===== config.mk =====
export PLATFORM = sky130hd
export DESIGN_NAME = hsv_to_rgb_integer_unit
export DESIGN_NICKNAME = d
export VERILOG_FILES = /design/src/sv/hsv2rgb_pkg.sv /design/src/sv/hsv2rgb_front.sv /design/src/sv/hsv2rgb_queue.sv /design/src/sv/hsv2rgb_back.sv /design/src/sv/hsv_to_rgb_integer_unit.sv
export SDC_FILE = /design/constraint.sdc
export NUM_CORES = 1
export LEC_CHECK = 0
export BUFFER_PORTS_ARGS = -buffer_cell sky130_fd_sc_hd__buf_2
export CORE_ASPECT_RATIO = 1.1
export CORE_MARGIN = 2
export CORE_UTILIZATION = 57
export DETAILED_ROUTE_END_ITERATION = 10
export GPL_ROUTABILITY_DRIVEN = 0
export GPL_TIMING_DRIVEN = 0
export PLACE_DENSITY = 0.86
export SLEW_MARGIN = 10
export SYNTH_ARGS = -nofsm -noshare
export SYNTH_HDL_FRONTEND = slang
export SYNTH_HIERARCHICAL = 1
export SYNTH_SLANG_ARGS = --single-unit
export TNS_END_PERCENT = 10

===== constraint.sdc =====
create_clock -name clock -period 5.6 [get_ports clock]
set_input_delay 0.84 -clock clock [delete_from_list [all_inputs] [get_ports clock]]
set_output_delay 0.84 -clock clock [all_outputs]
set_load 0.02 [all_outputs]

===== src/sv/hsv2rgb_pkg.sv =====
package hsv2rgb_pkg;

   // field widths
   localparam int unsigned HUE_WIDTH    = 9;
   localparam int unsigned LEVEL_WIDTH  = 8;
   localparam int unsigned OFFSET_WIDTH = 6;
   localparam int unsigned PROD_WIDTH   = LEVEL_WIDTH + OFFSET_WIDTH;
   localparam int unsigned RECIP_WIDTH  = 15;

   // hue geometry
   localparam logic [HUE_WIDTH-1:0]    HUE_FULL   = 9'd360;
   localparam logic [HUE_WIDTH-1:0]    SECTOR_DEG = 9'd60;
   localparam logic [OFFSET_WIDTH-1:0] SECTOR_SPAN = 6'd60;

   // level arithmetic
   localparam logic [LEVEL_WIDTH-1:0] LEVEL_MAX   = 8'd255;
   // x / 60 == (x * 17477) >> 20 for every x below 2^14
   localparam logic [RECIP_WIDTH-1:0] RECIP_60    = 15'd17477;
   localparam int unsigned            RECIP_SHIFT = 20;

   // default depth of the queue between front and back
   localparam int unsigned QUEUE_DEPTH_DEF = 4;

   // 60-degree hue sectors
   typedef enum logic [2:0] {
      SEC_RED     = 3'd0,
      SEC_YELLOW  = 3'd1,
      SEC_GREEN   = 3'd2,
      SEC_CYAN    = 3'd3,
      SEC_BLUE    = 3'd4,
      SEC_MAGENTA = 3'd5
   } sector_type;

   // classified request held in the queue
   typedef struct packed {
      logic                    grey;
      sector_type              sector;
      logic [OFFSET_WIDTH-1:0] offset;
      logic [LEVEL_WIDTH-1:0]  saturation;
      logic [LEVEL_WIDTH-1:0]  brightness;
   } item_type;

   // first hue angle of a sector
   function automatic logic [HUE_WIDTH-1:0] sector_start(input sector_type sec);
      logic [HUE_WIDTH-1:0] start;
      case (sec)
         SEC_RED:     start = 9'd0;
         SEC_YELLOW:  start = 9'd60;
         SEC_GREEN:   start = 9'd120;
         SEC_CYAN:    start = 9'd180;
         SEC_BLUE:    start = 9'd240;
         SEC_MAGENTA: start = 9'd300;
         default:     start = 9'd0;
      endcase
      return start;
   endfunction

endpackage


===== src/sv/hsv2rgb_front.sv =====
module hsv2rgb_front (
   input  logic [hsv2rgb_pkg::HUE_WIDTH-1:0]   hue_deg,
   input  logic [hsv2rgb_pkg::LEVEL_WIDTH-1:0] saturation,
   input  logic [hsv2rgb_pkg::LEVEL_WIDTH-1:0] brightness,
   output hsv2rgb_pkg::item_type               item
);
   import hsv2rgb_pkg::*;

   logic [HUE_WIDTH-1:0]    hue_wrap;
   logic [HUE_WIDTH-1:0]    pos_full;
   logic [OFFSET_WIDTH-1:0] pos;
   sector_type              sector;

   // fold hue into 0..359, 360 and above wrap round
   assign hue_wrap = (hue_deg >= HUE_FULL) ? (hue_deg - HUE_FULL) : hue_deg;

   // sector by compare chain
   always_comb begin
      if (hue_wrap < SECTOR_DEG) begin
         sector = SEC_RED;
      end else if (hue_wrap < 9'(2 * SECTOR_DEG)) begin
         sector = SEC_YELLOW;
      end else if (hue_wrap < 9'(3 * SECTOR_DEG)) begin
         sector = SEC_GREEN;
      end else if (hue_wrap < 9'(4 * SECTOR_DEG)) begin
         sector = SEC_CYAN;
      end else if (hue_wrap < 9'(5 * SECTOR_DEG)) begin
         sector = SEC_BLUE;
      end else begin
         sector = SEC_MAGENTA;
      end
   end

   // position inside the sector
   assign pos_full = hue_wrap - sector_start(sector);
   assign pos      = pos_full[OFFSET_WIDTH-1:0];

   // ramp offset: rising sectors use the position, falling ones its complement
   always_comb begin
      item.grey       = (saturation == '0);
      item.sector     = sector;
      item.saturation = saturation;
      item.brightness = brightness;
      case (sector)
         SEC_YELLOW, SEC_CYAN, SEC_MAGENTA: item.offset = SECTOR_SPAN - pos;
         default:                           item.offset = pos;
      endcase
   end

endmodule


===== src/sv/hsv2rgb_queue.sv =====
module hsv2rgb_queue #(
   parameter int unsigned DEPTH = hsv2rgb_pkg::QUEUE_DEPTH_DEF
) (
   input  logic                  clock,
   input  logic                  reset,
   input  logic                  push,
   input  hsv2rgb_pkg::item_type push_item,
   output logic                  full,
   input  logic                  pop,
   output hsv2rgb_pkg::item_type pop_item,
   output logic                  empty
);
   import hsv2rgb_pkg::*;

   localparam int unsigned PTR_W = $clog2(DEPTH);
   localparam int unsigned CNT_W = $clog2(DEPTH + 1);

   item_type           entry_ff [DEPTH];
   logic [PTR_W-1:0]   wr_ptr_ff, wr_ptr_in;
   logic [PTR_W-1:0]   rd_ptr_ff, rd_ptr_in;
   logic [CNT_W-1:0]   count_ff,  count_in;

   assign full     = (count_ff == CNT_W'(DEPTH));
   assign empty    = (count_ff == '0);
   assign pop_item = entry_ff[rd_ptr_ff];

   // pointer and fill count update
   always_comb begin
      wr_ptr_in = wr_ptr_ff;
      rd_ptr_in = rd_ptr_ff;
      count_in  = count_ff;
      if (push) begin
         wr_ptr_in = (wr_ptr_ff == PTR_W'(DEPTH - 1)) ? '0 : wr_ptr_ff + PTR_W'(1);
      end
      if (pop) begin
         rd_ptr_in = (rd_ptr_ff == PTR_W'(DEPTH - 1)) ? '0 : rd_ptr_ff + PTR_W'(1);
      end
      if (push && !pop) begin
         count_in = count_ff + CNT_W'(1);
      end else if (pop && !push) begin
         count_in = count_ff - CNT_W'(1);
      end
   end

   always_ff @(posedge clock) begin
      if (reset) begin
         wr_ptr_ff <= '0;
         rd_ptr_ff <= '0;
         count_ff  <= '0;
      end else begin
         wr_ptr_ff <= wr_ptr_in;
         rd_ptr_ff <= rd_ptr_in;
         count_ff  <= count_in;
      end
   end

   // entry storage
   always_ff @(posedge clock) begin
      if (push) begin
         entry_ff[wr_ptr_ff] <= push_item;
      end
   end

   a_count_bound: assert property (@(posedge clock) disable iff (reset)
      count_ff <= CNT_W'(DEPTH))
      else $error("queue fill count above depth");

   a_no_pop_empty: assert property (@(posedge clock) disable iff (reset)
      pop |-> !empty)
      else $error("queue popped while empty");

endmodule


===== src/sv/hsv2rgb_back.sv =====
module hsv2rgb_back (
   input  logic                                clock,
   input  logic                                reset,
   input  logic                                q_empty,
   input  hsv2rgb_pkg::item_type               q_item,
   output logic                                q_pop,
   input  logic                                rsp_stall,
   output logic                                rsp_valid,
   output logic [hsv2rgb_pkg::LEVEL_WIDTH-1:0] rsp_red,
   output logic [hsv2rgb_pkg::LEVEL_WIDTH-1:0] rsp_green,
   output logic [hsv2rgb_pkg::LEVEL_WIDTH-1:0] rsp_blue
);
   import hsv2rgb_pkg::*;

   logic advance;

   // stage 1: floor level
   logic                       s1_valid_ff, s1_valid_in;
   logic                       s1_grey_ff;
   sector_type                 s1_sector_ff;
   logic [OFFSET_WIDTH-1:0]    s1_offset_ff;
   logic [LEVEL_WIDTH-1:0]     s1_bright_ff;
   logic [LEVEL_WIDTH-1:0]     s1_base_ff, s1_base_in;
   logic [2*LEVEL_WIDTH-1:0]   base_prod;

   // stage 2: ramp numerator
   logic                       s2_valid_ff;
   logic                       s2_grey_ff;
   sector_type                 s2_sector_ff;
   logic [LEVEL_WIDTH-1:0]     s2_bright_ff;
   logic [LEVEL_WIDTH-1:0]     s2_base_ff;
   logic [PROD_WIDTH-1:0]      s2_prod_ff, s2_prod_in;
   logic [LEVEL_WIDTH-1:0]     span;

   // stage 3: divide by sector width, select channels
   logic [PROD_WIDTH+RECIP_WIDTH-1:0] recip_prod;
   logic [LEVEL_WIDTH:0]              ramp_sum;
   logic [LEVEL_WIDTH-1:0]            ramp;
   logic                              rsp_valid_ff, rsp_valid_in;
   logic [LEVEL_WIDTH-1:0]            rsp_red_ff, rsp_red_in;
   logic [LEVEL_WIDTH-1:0]            rsp_green_ff, rsp_green_in;
   logic [LEVEL_WIDTH-1:0]            rsp_blue_ff, rsp_blue_in;

   // whole pipeline moves when the output register is free
   assign advance     = !rsp_valid_ff || !rsp_stall;
   assign q_pop       = advance && !q_empty;
   assign s1_valid_in = q_pop;

   // base = ((255 - sat) * val) >> 8
   assign base_prod  = (LEVEL_MAX - q_item.saturation) * q_item.brightness;
   assign s1_base_in = base_prod[2*LEVEL_WIDTH-1:LEVEL_WIDTH];

   always_ff @(posedge clock) begin
      if (advance) begin
         s1_grey_ff   <= q_item.grey;
         s1_sector_ff <= q_item.sector;
         s1_offset_ff <= q_item.offset;
         s1_bright_ff <= q_item.brightness;
         s1_base_ff   <= s1_base_in;
      end
   end

   // (val - base) * offset
   assign span       = s1_bright_ff - s1_base_ff;
   assign s2_prod_in = span * s1_offset_ff;

   always_ff @(posedge clock) begin
      if (advance) begin
         s2_grey_ff   <= s1_grey_ff;
         s2_sector_ff <= s1_sector_ff;
         s2_bright_ff <= s1_bright_ff;
         s2_base_ff   <= s1_base_ff;
         s2_prod_ff   <= s2_prod_in;
      end
   end

   // truncating divide by 60 through the reciprocal, then add the floor
   assign recip_prod = s2_prod_ff * RECIP_60;
   assign ramp_sum   = {1'b0, recip_prod[RECIP_SHIFT +: LEVEL_WIDTH]} + {1'b0, s2_base_ff};
   assign ramp       = ramp_sum[LEVEL_WIDTH-1:0];

   // channel selection per sector
   always_comb begin
      rsp_valid_in = advance ? s2_valid_ff : rsp_valid_ff;
      if (s2_grey_ff) begin
         rsp_red_in   = s2_bright_ff;
         rsp_green_in = s2_bright_ff;
         rsp_blue_in  = s2_bright_ff;
      end else begin
         case (s2_sector_ff)
            SEC_RED: begin
               rsp_red_in = s2_bright_ff; rsp_green_in = ramp; rsp_blue_in = s2_base_ff;
            end
            SEC_YELLOW: begin
               rsp_red_in = ramp; rsp_green_in = s2_bright_ff; rsp_blue_in = s2_base_ff;
            end
            SEC_GREEN: begin
               rsp_red_in = s2_base_ff; rsp_green_in = s2_bright_ff; rsp_blue_in = ramp;
            end
            SEC_CYAN: begin
               rsp_red_in = s2_base_ff; rsp_green_in = ramp; rsp_blue_in = s2_bright_ff;
            end
            SEC_BLUE: begin
               rsp_red_in = ramp; rsp_green_in = s2_base_ff; rsp_blue_in = s2_bright_ff;
            end
            default: begin
               rsp_red_in = s2_bright_ff; rsp_green_in = s2_base_ff; rsp_blue_in = ramp;
            end
         endcase
      end
   end

   // output register payload
   always_ff @(posedge clock) begin
      if (advance) begin
         rsp_red_ff   <= rsp_red_in;
         rsp_green_ff <= rsp_green_in;
         rsp_blue_ff  <= rsp_blue_in;
      end
   end

   // stage valid bits
   always_ff @(posedge clock) begin
      if (reset) begin
         s1_valid_ff  <= 1'b0;
         s2_valid_ff  <= 1'b0;
         rsp_valid_ff <= 1'b0;
      end else begin
         if (advance) begin
            s1_valid_ff <= s1_valid_in;
            s2_valid_ff <= s1_valid_ff;
         end
         rsp_valid_ff <= rsp_valid_in;
      end
   end

   assign rsp_valid = rsp_valid_ff;
   assign rsp_red   = rsp_red_ff;
   assign rsp_green = rsp_green_ff;
   assign rsp_blue  = rsp_blue_ff;

   a_base_below_val: assert property (@(posedge clock) disable iff (reset)
      s1_valid_ff |-> (s1_base_ff <= s1_bright_ff))
      else $error("floor level above brightness");

   a_stage_to_output: assert property (@(posedge clock) disable iff (reset)
      (advance && s2_valid_ff) |=> rsp_valid_ff)
      else $error("request lost between last stage and output");

endmodule


===== src/sv/hsv_to_rgb_integer_unit.sv =====
// HSV to 8-bit RGB converter. Takes a hue in whole degrees (360 and above
// wrap round, so 360 gives red), a saturation and a brightness, and returns
// red, green and blue levels; zero saturation gives grey at the brightness.
// One request per clock is sustained while rsp_stall is low. A request is
// classified by hue sector on entry and written to a queue of QUEUE_DEPTH
// entries; a three-stage back end (floor level multiply, ramp multiply,
// divide-by-60 reciprocal multiply with channel select into the output
// register) drains it. While rsp_stall is high and the output register holds
// a result, the back end holds and the queue absorbs up to QUEUE_DEPTH
// further requests before req_stall rises.
module hsv_to_rgb_integer_unit #(
   parameter int unsigned QUEUE_DEPTH = hsv2rgb_pkg::QUEUE_DEPTH_DEF
) (
   input  logic                                clock,
   input  logic                                reset,
   input  logic                                req_valid,
   output logic                                req_stall,
   input  logic [hsv2rgb_pkg::HUE_WIDTH-1:0]   req_hue_deg,
   input  logic [hsv2rgb_pkg::LEVEL_WIDTH-1:0] req_saturation,
   input  logic [hsv2rgb_pkg::LEVEL_WIDTH-1:0] req_brightness,
   output logic                                rsp_valid,
   input  logic                                rsp_stall,
   output logic [hsv2rgb_pkg::LEVEL_WIDTH-1:0] rsp_red,
   output logic [hsv2rgb_pkg::LEVEL_WIDTH-1:0] rsp_green,
   output logic [hsv2rgb_pkg::LEVEL_WIDTH-1:0] rsp_blue
);
   import hsv2rgb_pkg::*;

   item_type front_item;
   item_type queue_item;
   logic     queue_full;
   logic     queue_empty;
   logic     queue_push;
   logic     queue_pop;

   // classify the incoming request
   hsv2rgb_front u_front (
      .hue_deg    (req_hue_deg),
      .saturation (req_saturation),
      .brightness (req_brightness),
      .item       (front_item)
   );

   assign req_stall  = queue_full;
   assign queue_push = req_valid && !queue_full;

   // decoupling queue
   hsv2rgb_queue #(
      .DEPTH (QUEUE_DEPTH)
   ) u_queue (
      .clock     (clock),
      .reset     (reset),
      .push      (queue_push),
      .push_item (front_item),
      .full      (queue_full),
      .pop       (queue_pop),
      .pop_item  (queue_item),
      .empty     (queue_empty)
   );

   // arithmetic pipeline and output register
   hsv2rgb_back u_back (
      .clock     (clock),
      .reset     (reset),
      .q_empty   (queue_empty),
      .q_item    (queue_item),
      .q_pop     (queue_pop),
      .rsp_stall (rsp_stall),
      .rsp_valid (rsp_valid),
      .rsp_red   (rsp_red),
      .rsp_green (rsp_green),
      .rsp_blue  (rsp_blue)
   );

endmodule

==> results.py <==
metrics = {
    "run_status": {
        "status": "finished, violations left",
        "violations": "negative setup slack",
    },
    "worst_setup_path": {
        "crit_fanout": 3,
        "worst-endpoint-required_ns": 5.77,
        "crit_type": "register to register",
        "worstSetupStartpointType": "register",
        "crit_path_end_kind": "register",
        "worst_ep_arrival_time_ns": 6.10,
    },
    "run": {
        "maxCapViolCount": 0,
    },
    "sta": {
        "skew_ns": 0.01148,
        "maxSlewViolCount": 0,
        "fmax_ghz": 0.1684,
        "worst_pin_slew_ns": 0.8649,
        "period_needed_ns": 5.938,
        "setup_viol": 9,
        "grt_setup_unrepaired": "true",
        "hold_ws_ns": 0.4261,
        "relSlewSlack": 0.4182,
        "hold_violations": 0,
        "fin_crit_sh": 1.060,
        "fin_ws_ns": -0.3376,
        "timing.setup.tns_ns": -1.408,
    },
    "finish": {
        "diodes": 0,
        "fillCellCount": 1654,
        "syn_to_final_growth_pct": 12.75,
        "drive_above_1_share": 0.1724,
        "fin_cells": 1586,
        "nets": 1542,
    },
    "cts": {
        "clock-sinks": 200,
        "clkSlewWorstSetupHoldPaths_ns": 0.08,
        "cts_tree": "built",
        "clkLatencyLatePin_ns": 0.44,
        "cts-root-buf": "clkbuf_16",
        "cts_max_level": 4,
        "numCtsBuffers": 17,
        "cts_buffer_depth": 2,
    },
    "logic_synthesis": {
        "synth_area_leaders": "edfxtp_1 40%, ha_1 15%, fa_1 12%",
        "yosys.area.top_type": "edfxtp_1",
        "async_flop_share": 0,
        "synth_nets": 1452,
        "synth_area_um2": 14220,
        "syn_inst": 1173,
        "synth_cell_type_count": 79,
        "synth_ff_type": "edfxtp_1",
        "synth-edff-count": 188,
        "yosysWarnings": 6,
        "yosysSeqAreaShare": 0.4139,
        "synth_top_cell_area_share": 0.3970,
        "syn_avg_cell_area_um2": 12.12,
        "ys_ff_latch": 200,
    },
    "drt": {
        "viasPerCell": 5.883,
        "post_drt_wl_per_cell_um": 18.05,
        "first_iter_violations": 670,
        "via_count": 9330,
        "routed_wl_mm": 28.62,
        "ant_nets": 0,
        "drtPass1Iterations": 6,
        "drc": 0,
    },
    "global_route": {
        "grt_pass1_vias": 9887,
        "grt_first_pass_wirelength_mm": 47.14,
        "grt_max_degree": 51,
        "grt_overflow_total": 0,
        "grt_usage": 0.2271,
        "antenna_found_initial": 0,
    },
    "floorplan": {
        "die_width_um": 154.6,
        "die_h_um": 169.7,
        "ios": 55,
        "dieArea_um2": 26230,
        "rows": 60,
        "start_util": 0.5810,
        "coreArea_um2": 24470,
    },
    "placed_design": {
        "portBuffers": 46,
        "post-place-cells": 1532,
        "dp.final_hpwl_mm": 20.33,
    },
    "hold_path": {
        "hold_class": "register to register",
    },
}
-- Yosys cell counts, types with 4 or more instances --
cell      instances
edfxtp_1        188
ha_1            165
inv_1           160
fa_1             85
nand2_1          74
a21oi_1          49
nor2_1           42
nor2b_1          42
o21ai_0          38
nand2b_1         26
xnor2_1          25
mux4_2           20
buf_4            18
xor2_1           18
a22oi_1          16
and2_1           14
dfxtp_1          12
a21o_1           10
clkbuf_1         10
nor3_1            9
nor3b_1           9
nand3_1           8
o211ai_1          7
o21a_1            7
o22ai_1           7
mux4_1            6
o221ai_1          6
and2b_1           5
mux2i_1           5
o21ai_1           5
and3_1            4
o22a_1            4
o31ai_1           4
-- cells by family after synthesis --
kind of cell    synth area share
compound gates           0.09213
xor+xnor                 0.02648
fa+ha+maj                 0.2648
buf+inv                  0.05904
flops                     0.4139
mux                      0.04628
simple gates             0.09732
-- critical path: stages (launching register included) --
cell and delay [ns]:
edfxtp_1 0.46, buf_4 0.18, ha_1 0.17, inv_1 0.09, fa_2 0.46, fa_1 0.51, inv_2 0.05, ha_4 0.27
ha_4 0.19, ha_4 0.22, a21oi_1 0.17, o21a_1 0.21, o21ai_2 0.09, a2111oi_4 0.33, o221ai_2 0.19, mux2i_2 0.20
or2_4 0.25, ha_4 0.22, a21oi_4 0.12, nor2b_2 0.06, o31a_1 0.32, o41ai_2 0.32, xnor2_1 0.18, xnor2_1 0.13
buf_4 0.15, o221ai_2 0.11
-- final cells by class --
cell class,instances,area (um^2),share of cell area
Buffer,34,247.7,0.01545
Clock buffer,18,439.2,0.02739
Clock inverter,14,171.4,0.01069
Inverter,160,600.6,0.03746
Multi-Input combinational cell,779,7846,0.4894
Sequential cell,200,5887,0.3672
Tap cell,310,387.9,0.02419
Timing Repair Buffer,71,452.9,0.02825
-- through the flow --
step | area [um^2] | util | worst slack [ns]
after detailed placement | 14970 | 0.6118 | -0.8895
after global routing | 16030 | 0.6551 | -0.5328
after floorplan | 14290 | - | 0.01116
final | 16030 | 0.6551 | -0.3376
after CTS | 15800 | 0.6456 | -0.3983
after global placement | 14910 | 0.6090 | -0.7220
-- state kept, by name, indices dropped and copies added (netlist names), 6 cells and up, named ones only --
register	cells
u_back/s2_bright_ff	8
u_back/s2_prod_ff	14
u_back/rsp_blue	8
u_back/s1_base_ff	8
u_queue/entry_ff	104
u_back/s1_offset_ff	6
u_back/rsp_red	8
u_back/s1_bright_ff	8
u_back/rsp_green	8
u_back/s2_base_ff	8
-- per-layer routing --
metal,up-vias,routed length [um],global-route usage
li1,4336,-,-
met1,4531,11390,0.2690
met2,367,14910,0.4115
met3,96,1478,0.04443
met4,0,851,0.08253
met5,-,0,0
-- what timing repair did --
| item | CTS | global route |
|---|---|---|
| setup buffers | 10 | 12 |
| resized for setup | 30 | 28 |
| hold buffers | 0 | 0 |
| setup endpoints to repair | 25 | 28 |
| pin swaps | 27 | 27 |
-- path summary, 6_finish.rpt --
kind	startpoint	endpoint	slack, ns	cells past startpoint
setup / recovery	u_back/s2_prod_ff[11]	u_back/rsp_red[7]	-0.34	25
hold / removal	u_back/s1_grey_ff	u_back/s2_grey_ff	0.43	0
setup reg to reg	u_back/s2_prod_ff[11]	u_back/rsp_red[7]	-0.34	25
hold reg to reg	u_back/s1_grey_ff	u_back/s2_grey_ff	0.43	0
-- layout by cell type (no fill, tap or decap), types with 12 or more instances in the layout --
master     synthesis  routed
ha_4               0      13
nor2b_1           42      41
nor2_1            42      41
a22oi_1           16      16
inv_1            160     156
xor2_1            18      17
nand2_1           74      73
xnor2_1           25      23
edfxtp_1         188     188
fa_1              85      80
ha_1             165     149
and2_1            14      12
a21oi_1           49      45
buf_4             18      42
mux4_2            20      20
o21ai_0           38      29
buf_2              2      46
clkbuf_16          0      17
nand2b_1          26      25
Power is left out: the tool's default activity adds up to more than one toggle a clock period on the data nets, which glitch-free logic cannot reach.
